`src/hdl/b64d_pkg.sv`:
```
package b64d_pkg;

  localparam int unsigned CHAR_W   = 16;
  localparam int unsigned COUNT_W  = 23;
  localparam int unsigned Q_DEPTH  = 4;
  localparam int unsigned Q_PTR_W  = $clog2(Q_DEPTH);
  localparam int unsigned Q_CNT_W  = Q_PTR_W + 1;

  localparam logic [COUNT_W-1:0] MAX_CHARS_RESET = COUNT_W'(2097152);
  localparam logic [COUNT_W-1:0] COUNT_MAX       = {COUNT_W{1'b1}};

  localparam logic CMD_CHAR    = 1'b0;
  localparam logic CMD_END     = 1'b1;
  localparam logic KIND_DATA   = 1'b0;
  localparam logic KIND_STATUS = 1'b1;

  typedef enum logic [2:0] {
    ST_OK           = 3'd0,
    ST_EMPTY_LONG   = 3'd1,
    ST_BAD_PAD      = 3'd2,
    ST_BAD_CHAR     = 3'd3,
    ST_BAD_LEN      = 3'd4,
    ST_NOT_COOKIE   = 3'd5
  } status_t;

  typedef struct packed {
    logic              cmd;
    logic [CHAR_W-1:0] char_code;
  } in_item_t;

  typedef struct packed {
    logic       kind;
    logic [7:0] data_byte;
    logic [2:0] status;
  } out_item_t;

  typedef struct packed {
    logic       is_end;
    logic       is_pad;
    logic       is_bad;
    logic [5:0] sextet;
  } cls_item_t;

endpackage

```
`src/hdl/b64d_front.sv`:
```
module b64d_front (
  input  logic                 in_valid,
  output logic                 in_stall,
  input  b64d_pkg::in_item_t   in_item,
  input  logic                 q_full,
  output logic                 q_push,
  output b64d_pkg::cls_item_t  q_wdata
);

  logic [b64d_pkg::CHAR_W-1:0] c;
  logic [5:0]                  sx;
  logic                        bad;

  assign c = in_item.char_code;

  always_comb begin
    sx  = 6'd0;
    bad = 1'b0;
    priority if (c >= 16'h0041 && c <= 16'h005A) begin
      sx = 6'(c - 16'h0041);
    end else if (c >= 16'h0061 && c <= 16'h007A) begin
      sx = 6'(c - 16'h0061 + 16'd26);
    end else if (c >= 16'h0030 && c <= 16'h0039) begin
      sx = 6'(c - 16'h0030 + 16'd52);
    end else if (c == 16'h002D || c == 16'h002B) begin
      sx = 6'd62;
    end else if (c == 16'h005F || c == 16'h002F) begin
      sx = 6'd63;
    end else begin
      bad = 1'b1;
    end
  end

  assign in_stall       = q_full;
  assign q_push         = in_valid && !q_full;
  assign q_wdata.is_end = (in_item.cmd == b64d_pkg::CMD_END);
  assign q_wdata.is_pad = (c == 16'h003D);
  assign q_wdata.is_bad = bad;
  assign q_wdata.sextet = sx;

endmodule

```
`src/hdl/b64d_queue.sv`:
```
module b64d_queue (
  input  logic                 clk,
  input  logic                 rst_n,
  input  logic                 push,
  input  b64d_pkg::cls_item_t  wdata,
  output logic                 full,
  input  logic                 pop,
  output logic                 nonempty,
  output b64d_pkg::cls_item_t  rdata
);

  b64d_pkg::cls_item_t                 slot_r [b64d_pkg::Q_DEPTH];
  logic [b64d_pkg::Q_PTR_W-1:0]        wr_ptr_r, wr_ptr_nxt;
  logic [b64d_pkg::Q_PTR_W-1:0]        rd_ptr_r, rd_ptr_nxt;
  logic [b64d_pkg::Q_CNT_W-1:0]        cnt_r, cnt_nxt;
  logic                                do_pop;

  assign full     = (cnt_r == b64d_pkg::Q_CNT_W'(b64d_pkg::Q_DEPTH));
  assign nonempty = (cnt_r != '0);
  assign do_pop   = pop && nonempty;
  assign rdata    = slot_r[rd_ptr_r];

  always_comb begin
    wr_ptr_nxt = push   ? wr_ptr_r + 1'b1 : wr_ptr_r;
    rd_ptr_nxt = do_pop ? rd_ptr_r + 1'b1 : rd_ptr_r;
    cnt_nxt    = cnt_r + b64d_pkg::Q_CNT_W'(push) - b64d_pkg::Q_CNT_W'(do_pop);
  end

  always_ff @(posedge clk) begin
    if (!rst_n) begin
      wr_ptr_r <= '0;
      rd_ptr_r <= '0;
      cnt_r    <= '0;
    end else begin
      wr_ptr_r <= wr_ptr_nxt;
      rd_ptr_r <= rd_ptr_nxt;
      cnt_r    <= cnt_nxt;
    end
  end

  always_ff @(posedge clk) begin
    if (push) begin
      slot_r[wr_ptr_r] <= wdata;
    end
  end

endmodule

```
`src/hdl/b64d_back.sv`:
```
module b64d_back (
  input  logic                            clk,
  input  logic                            rst_n,
  input  logic                            cfg_we,
  input  logic [b64d_pkg::COUNT_W-1:0]    cfg_data,
  input  logic                            q_nonempty,
  input  b64d_pkg::cls_item_t             q_rdata,
  output logic                            q_pop,
  output logic                            out_valid,
  input  logic                            out_stall,
  output b64d_pkg::out_item_t             out_item
);

  localparam int unsigned HDR_LEN = 27;
  localparam logic [4:0]  HDR_LEN5 = 5'(HDR_LEN);
  localparam logic [4:0]  BYTE_SAT = 5'd28;
  localparam logic [7:0]  COOKIE_HDR [HDR_LEN] = '{
    8'h23, 8'h20, 8'h4E, 8'h65, 8'h74, 8'h73, 8'h63, 8'h61, 8'h70, 8'h65,
    8'h20, 8'h48, 8'h54, 8'h54, 8'h50, 8'h20, 8'h43, 8'h6F, 8'h6F, 8'h6B,
    8'h69, 8'h65, 8'h20, 8'h46, 8'h69, 8'h6C, 8'h65};

  logic [b64d_pkg::COUNT_W-1:0] max_r;
  logic [11:0]                  acc_r, acc_nxt;
  logic [3:0]                   pend_r, pend_nxt;
  logic                         pad_r, pad_nxt;
  b64d_pkg::status_t            err_r, err_nxt;
  logic [b64d_pkg::COUNT_W-1:0] cnt_r, cnt_nxt;
  logic [4:0]                   bcnt_r, bcnt_nxt;
  logic                         mism_r, mism_nxt;
  logic                         zero_r, zero_nxt;
  logic                         tab_r, tab_nxt;
  logic                         out_valid_r, out_valid_nxt;
  b64d_pkg::out_item_t          out_item_r, out_item_nxt;

  logic [b64d_pkg::COUNT_W-1:0] cap;
  logic [11:0]                  acc_sh;
  logic [3:0]                   pend_add;
  logic [3:0]                   pend_sub;
  logic [11:0]                  mask;
  logic [7:0]                   byte_v;
  logic [7:0]                   hdr_v;
  b64d_pkg::status_t            st;

  assign q_pop     = q_nonempty && (!out_valid_r || !out_stall);
  assign out_valid = out_valid_r;
  assign out_item  = out_item_r;

  always_comb begin
    acc_nxt       = acc_r;
    pend_nxt      = pend_r;
    pad_nxt       = pad_r;
    err_nxt       = err_r;
    cnt_nxt       = cnt_r;
    bcnt_nxt      = bcnt_r;
    mism_nxt      = mism_r;
    zero_nxt      = zero_r;
    tab_nxt       = tab_r;
    out_valid_nxt = out_valid_r && out_stall;
    out_item_nxt  = out_item_r;

    cap      = (max_r == b64d_pkg::COUNT_MAX) ? max_r : max_r + 1'b1;
    acc_sh   = {acc_r[5:0], q_rdata.sextet};
    pend_add = pend_r + 4'd6;
    pend_sub = pend_add - 4'd8;
    byte_v   = 8'(acc_sh >> pend_sub);
    hdr_v    = (bcnt_r < HDR_LEN5) ? COOKIE_HDR[bcnt_r] : 8'h00;
    mask     = 12'((13'd1 << pend_r) - 13'd1);

    priority if (cnt_r == '0 || cnt_r > max_r) begin
      st = b64d_pkg::ST_EMPTY_LONG;
    end else if (err_r != b64d_pkg::ST_OK) begin
      st = err_r;
    end else if (pend_r == 4'd6 || (pend_r != 4'd0 && (acc_r & mask) != 12'd0)) begin
      st = b64d_pkg::ST_BAD_LEN;
    end else if (bcnt_r < BYTE_SAT || mism_r || zero_r || !tab_r) begin
      st = b64d_pkg::ST_NOT_COOKIE;
    end else begin
      st = b64d_pkg::ST_OK;
    end

    if (q_pop) begin
      if (q_rdata.is_end) begin
        out_valid_nxt          = 1'b1;
        out_item_nxt.kind      = b64d_pkg::KIND_STATUS;
        out_item_nxt.data_byte = 8'h00;
        out_item_nxt.status    = 3'(st);
        acc_nxt                = '0;
        pend_nxt               = '0;
        pad_nxt                = 1'b0;
        err_nxt                = b64d_pkg::ST_OK;
        cnt_nxt                = '0;
        bcnt_nxt               = '0;
        mism_nxt               = 1'b0;
        zero_nxt               = 1'b0;
        tab_nxt                = 1'b0;
      end else begin
        if (cnt_r < cap) begin
          cnt_nxt = cnt_r + 1'b1;
        end
        if (err_r == b64d_pkg::ST_OK && cnt_nxt <= max_r) begin
          priority if (q_rdata.is_pad) begin
            pad_nxt = 1'b1;
          end else if (pad_r) begin
            err_nxt = b64d_pkg::ST_BAD_PAD;
          end else if (q_rdata.is_bad) begin
            err_nxt = b64d_pkg::ST_BAD_CHAR;
          end else begin
            acc_nxt = acc_sh;
            if (pend_add >= 4'd8) begin
              pend_nxt               = pend_sub;
              out_valid_nxt          = 1'b1;
              out_item_nxt.kind      = b64d_pkg::KIND_DATA;
              out_item_nxt.data_byte = byte_v;
              out_item_nxt.status    = 3'(b64d_pkg::ST_OK);
              if (bcnt_r < HDR_LEN5 && byte_v != hdr_v) begin
                mism_nxt = 1'b1;
              end
              if (byte_v == 8'h00) begin
                zero_nxt = 1'b1;
              end
              if (byte_v == 8'h09) begin
                tab_nxt = 1'b1;
              end
              if (bcnt_r < BYTE_SAT) begin
                bcnt_nxt = bcnt_r + 1'b1;
              end
            end else begin
              pend_nxt = pend_add;
            end
          end
        end
      end
    end
  end

  always_ff @(posedge clk) begin
    if (!rst_n) begin
      max_r       <= b64d_pkg::MAX_CHARS_RESET;
      acc_r       <= '0;
      pend_r      <= '0;
      pad_r       <= 1'b0;
      err_r       <= b64d_pkg::ST_OK;
      cnt_r       <= '0;
      bcnt_r      <= '0;
      mism_r      <= 1'b0;
      zero_r      <= 1'b0;
      tab_r       <= 1'b0;
      out_valid_r <= 1'b0;
    end else begin
      if (cfg_we) begin
        max_r <= cfg_data;
      end
      acc_r       <= acc_nxt;
      pend_r      <= pend_nxt;
      pad_r       <= pad_nxt;
      err_r       <= err_nxt;
      cnt_r       <= cnt_nxt;
      bcnt_r      <= bcnt_nxt;
      mism_r      <= mism_nxt;
      zero_r      <= zero_nxt;
      tab_r       <= tab_nxt;
      out_valid_r <= out_valid_nxt;
    end
  end

  always_ff @(posedge clk) begin
    out_item_r <= out_item_nxt;
  end

endmodule

```
`src/hdl/base64url_payload_decoder_unit.sv`:
```
// Channel  Direction  Handshake               Payload
// in       input      in_valid / in_stall     in_item  (cmd, char_code)
// out      output     out_valid / out_stall   out_item (kind, data_byte, status)
// cfg      input      cfg_valid / cfg_ready   cfg_max_chars
//
// One transaction per cycle sustained while out_stall is low; the back end updates the accumulator
// and counters for one queued character per cycle while out_stall is low.
// An accepted input transaction is written into the queue, then decoded into the registered output.
// Reset sets max_chars to 2097152, clears the payload state and empties the queue.
// A four-entry queue between classification and decode absorbs out_stall;
// in_stall rises only when that queue is full. cfg_ready is always high.
module base64url_payload_decoder_unit (
  input  logic                         clk,
  input  logic                         rst_n,
  input  logic                         in_valid,
  output logic                         in_stall,
  input  b64d_pkg::in_item_t           in_item,
  output logic                         out_valid,
  input  logic                         out_stall,
  output b64d_pkg::out_item_t          out_item,
  input  logic                         cfg_valid,
  output logic                         cfg_ready,
  input  logic [b64d_pkg::COUNT_W-1:0] cfg_max_chars
);

  logic                q_push;
  logic                q_full;
  logic                q_pop;
  logic                q_nonempty;
  b64d_pkg::cls_item_t q_wdata;
  b64d_pkg::cls_item_t q_rdata;

  assign cfg_ready = 1'b1;

  b64d_front u_front (
    .in_valid (in_valid),
    .in_stall (in_stall),
    .in_item  (in_item),
    .q_full   (q_full),
    .q_push   (q_push),
    .q_wdata  (q_wdata)
  );

  b64d_queue u_queue (
    .clk      (clk),
    .rst_n    (rst_n),
    .push     (q_push),
    .wdata    (q_wdata),
    .full     (q_full),
    .pop      (q_pop),
    .nonempty (q_nonempty),
    .rdata    (q_rdata)
  );

  b64d_back u_back (
    .clk        (clk),
    .rst_n      (rst_n),
    .cfg_we     (cfg_valid && cfg_ready),
    .cfg_data   (cfg_max_chars),
    .q_nonempty (q_nonempty),
    .q_rdata    (q_rdata),
    .q_pop      (q_pop),
    .out_valid  (out_valid),
    .out_stall  (out_stall),
    .out_item   (out_item)
  );

endmodule

```
`config.mk`:
```
export PLATFORM = sky130hd
export DESIGN_NAME = base64url_payload_decoder_unit
export DESIGN_NICKNAME = d
export VERILOG_FILES = /design/src/hdl/b64d_pkg.sv /design/src/hdl/b64d_front.sv /design/src/hdl/b64d_queue.sv /design/src/hdl/b64d_back.sv /design/src/hdl/base64url_payload_decoder_unit.sv
export SDC_FILE = /design/constraint.sdc
export NUM_CORES = 1
export LEC_CHECK = 0
export CAP_MARGIN = 20
export CORE_MARGIN = 5
export CORE_UTILIZATION = 35
export DETAILED_ROUTE_END_ITERATION = 8
export DONT_BUFFER_PORTS = 1
export PLACE_DENSITY = 0.49
export SETUP_SLACK_MARGIN = 0.5
export SLEW_MARGIN = 0
export SYNTH_ARGS = -nofsm -noshare
export SYNTH_HDL_FRONTEND = slang
export SYNTH_SLANG_ARGS = --single-unit
```
`constraint.sdc`:
```
create_clock -name clk -period 16.74 [get_ports clk]
set_input_delay 3.348 -clock clk [delete_from_list [all_inputs] [get_ports clk]]
set_output_delay 3.348 -clock clk [all_outputs]
set_load 0.1 [all_outputs]
```
==> impl_metrics.py <==
metrics = {
    "power_and_ir_drop": {
        "internal_power_w": 0.000754,
        "ir_worst_vdd_mv": 0.0727,
        "pwr-share-seq_pct": 38.6,
        "p_total_w": 0.00139,
        "p_switching_w": 0.000640,
        "p_clk_share_pct": 27.3,
        "leakagePower_nw": 4.05,
        "swShare_pct": 45.9,
        "cellPowerDensity_mw_per_mm2": 131,
        "combPwrFrac_pct": 34.1,
    },
    "sta": {
        "clock_skew_ns": 0.0212,
        "setup_viol": 0,
        "hold_viol_final": 0,
        "fin_setup_tns_ns": 0,
        "slew_viol_final": 0,
        "max-slew-margin-rel_pct": 30.2,
        "grt_setup_unrepaired": "no",
        "max_freq_mhz": 139,
        "fin_crit_ns": 7.21,
        "fin_crit_sh_pct": 43.1,
        "worst_pin_slew_ns": 1.04,
    },
    "synthesis": {
        "synth_cells": 1095,
        "synth_edf_count": 48,
        "synthTopCellsByArea": "dfxtp_1, edfxtp_1, ha_1",
        "yosys.area.top_type_share_pct": 16.9,
        "yosysMostFrequentCell": "ha_1",
        "synth_top_area_cell": "dfxtp_1",
        "ys_seq_area_share_pct": 31.8,
        "ys_ff_latch": 130,
        "ys_warn_count": 0,
        "synth_ff_type": "dfxtp_1",
        "synth.distinct_cells": 81,
        "netlist_area_sq_mm": 0.00971,
        "synth_commonest_cells": "ha_1, nor2_1, dfxtp_1, nand2_1, inv_1",
        "avgSynthCellArea_sq_um": 8.87,
        "synth-async-reset-ratio_pct": 0,
    },
    "clock_tree": {
        "clkTransAtPathRegs_ns": 0.07,
        "cts_setup_buffers": 0,
        "clkLatencyLatePin_ns": 0.44,
        "cts_sinks": 130,
        "cts_buffers": 17,
        "root_buffer": "clkbuf_16",
        "cts_max_level": 4,
        "cts_tree": "built",
        "hold_buffers": 0,
        "cts.path.max_buffers": 2,
        "ctsResizeCount": 0,
    },
    "finish": {
        "nNetsFinal": 1204,
        "layout-drive-gt1-share_pct": 7.27,
        "area_growth_pct": 9.27,
        "postLayoutCoreUtil_pct": 38.5,
        "nFillCells": 2785,
        "finalInstanceArea_sq_mm": 0.0106,
        "fin_cells": 1451,
        "n_antenna_cell": 0,
    },
    "min_path": {
        "hp-class": "flop to flop",
        "holdPathEnd": "u_back.mism_r",
        "min_from": "u_back.mism_r",
        "whs_path_depth": 2,
    },
    "critical_path": {
        "required_ns": 17.12,
        "crit_fanout": 22,
        "setup.worst_path.end_class": "flop",
        "crit_path_start_kind": "flop",
        "crit_start": "u_back.max_r[0]",
        "cp_data_arrival_time_ns": 7.58,
        "reg2regPathDepth": 24,
        "regToRegEndpoint": "u_back.acc_r[1]",
        "worstSetupPathType": "flop to flop",
        "reg2reg_slack_ns": 9.53,
        "r2r-start": "u_back.max_r[0]",
    },
    "grt": {
        "grt_pass1_vias": 7581,
        "grt_usage_pct": 17.2,
        "grt_max_degree": 53,
        "grt_overflow": 0,
        "grt_pass1_wl_um": 42900,
        "antenna_found_initial": 0,
    },
    "drt": {
        "drcViolationCount": 0,
        "vias": 8019,
        "viasPerCell": 5.53,
        "dr.pass1.iters": 5,
        "routed_wl_um": 26600,
        "wl_per_cell_um": 18.4,
        "antenna_left": 0,
        "first_iter_violations": 574,
    },
    "placed_design": {
        "dp_cells": 1419,
        "gp_congestion": 0.815,
        "dpl.hpwl_um": 19600,
        "numPortBuffers": 0,
        "place_area_sq_mm": 0.0100,
    },
    "floorplanning": {
        "dieArea_sq_mm": 0.0312,
        "pin_count": 60,
        "design.core.area_sq_mm": 0.0276,
        "die_w_um": 177,
        "rows": 61,
        "die_y_um": 177,
        "start_util_pct": 35.2,
    },
    "outcome": {
        "run_status": "finished, final reports clean",
    },
    "job": {
        "drv_cap": 0,
    },
}
[sequential cells by signal, indices dropped and copies added, names as in the netlist, 2 cells and up, named ones only]
signal            count
u_queue.slot_r       36
u_back.cnt_r         23
u_back.max_r         23
u_back.acc_r         12
u_back.out_item      12
u_back.bcnt_r         5
u_back.pend_r         3
u_queue.cnt_r         3
u_back.err_r          2
u_queue.rd_ptr_r      2
u_queue.wr_ptr_r      2
[worst max-delay path, stage by stage, from the launching register on]
cell and delay, ns:
dfxtp_1 0.44, ha_1 0.22, nand3_1 0.17, nor4_4 0.38
nand2_1 0.17, nand2b_1 0.16, or2_2 0.19, nor2_1 0.06
xnor2_1 0.12, ha_1 0.34, a22o_1 0.24, nor4_1 0.23
o21ai_1 0.17, a221oi_4 0.54, o21a_1 0.75, nand2_1 0.16
xnor2_1 0.18, ha_1 0.29, nand4_1 0.14, nor4_1 0.41
o31a_1 0.21, o31a_1 0.35, o21ai_1 0.17, a21oi_1 0.77
a22o_1 0.25
[area by class of cell]
class / instances / area [sq um] / area share [%]
clock buffers: 17 / 425 / 4.01
clock inverters: 15 / 181 / 1.71
inverters: 60 / 225 / 2.12
multi-input cells: 846 / 6170 / 58.1
flip-flops and latches: 130 / 3080 / 29.1
well taps: 378 / 473 / 4.46
repair buffers: 5 / 55.1 / 0.519
[worst max-delay path by stage]
stage	end	slack (ns)	cells after the start
after detailed placement	u_back.acc_r[5]	9.56	24
final	u_back.acc_r[1]	9.53	24
after global routing	u_back.acc_r[3]	8.93	24
after CTS	u_back.acc_r[5]	9.52	24
after global placement	u_back.acc_r[5]	9.78	24
after floorplan	in_stall	10.77	1
[routing by layer]
layer  GRT usage [%]  up-vias  part of all wire [%]
met3            3.10       10                   4.4
met4            3.77        0                  0.71
li1                -     4005                     -
met5               0        -                     0
met1            25.4     3831                    51
met2            26.1      173                    44
[kinds of logic (layout without fill, tap and decap cells)]
family | Yosys count | in the layout | share of synthesized area [%]
flip-flops | 130 | 130 | 31.8
buffers and inverters | 120 | 97 | 4.88
XOR/XNOR | 59 | 59 | 5.32
AO/OA/AOI/OAI | 240 | 240 | 17.7
AND/OR/NAND/NOR | 396 | 396 | 21.2
other | 1 | 2 | 0.0386
multiplexers | 50 | 50 | 6.25
adder cells (fa/ha/maj) | 99 | 99 | 12.8
[through the flow]
stage | setup slack [ns] | hold slack, ns
finish | 9.53 | 0.455
global route | 8.93 | 0.478
CTS | 9.52 | 0.458
detailed placement | 9.56 | 0.442
global placement | 9.78 | 0.445
floorplan | 10.77 | 0.419
[cells in the final DEF (no fill, tap or decap), types with 8 or more instances in the layout]
cell,synthesis,final
nor3_1,24,24
edfxtp_1,48,48
mux4_2,8,8
nor4_1,18,18
a211oi_1,9,9
inv_1,60,59
a21o_1,16,16
dfxtp_1,82,82
and3_1,12,12
nand2_1,82,82
nand4_1,35,35
o21a_1,9,9
nand3_1,47,47
and2_1,11,11
nand2b_1,9,9
ha_1,98,98
mux2i_1,37,37
xor2_1,18,18
a31oi_1,18,18
nor2b_1,15,15
o211ai_1,16,16
or4_1,11,11
or2_2,8,8
a22o_1,13,13
xnor2_1,41,41
a21oi_1,48,48
clkbuf_16,0,18
nor2_1,93,93
o21ai_0,37,37
[power by group through the flow]
stage	registers (W)	logic, W	clock network (W)
after global routing	0.000545	0.000529	0.000403
after floorplan	0.000516	0.000370	0
after detailed placement	0.000546	0.000473	0
final	0.000538	0.000475	0.000381
after CTS	0.000539	0.000476	0.000389
after global placement	0.000545	0.000473	0
No activity file was read; power rests on OpenSTA's default activity.
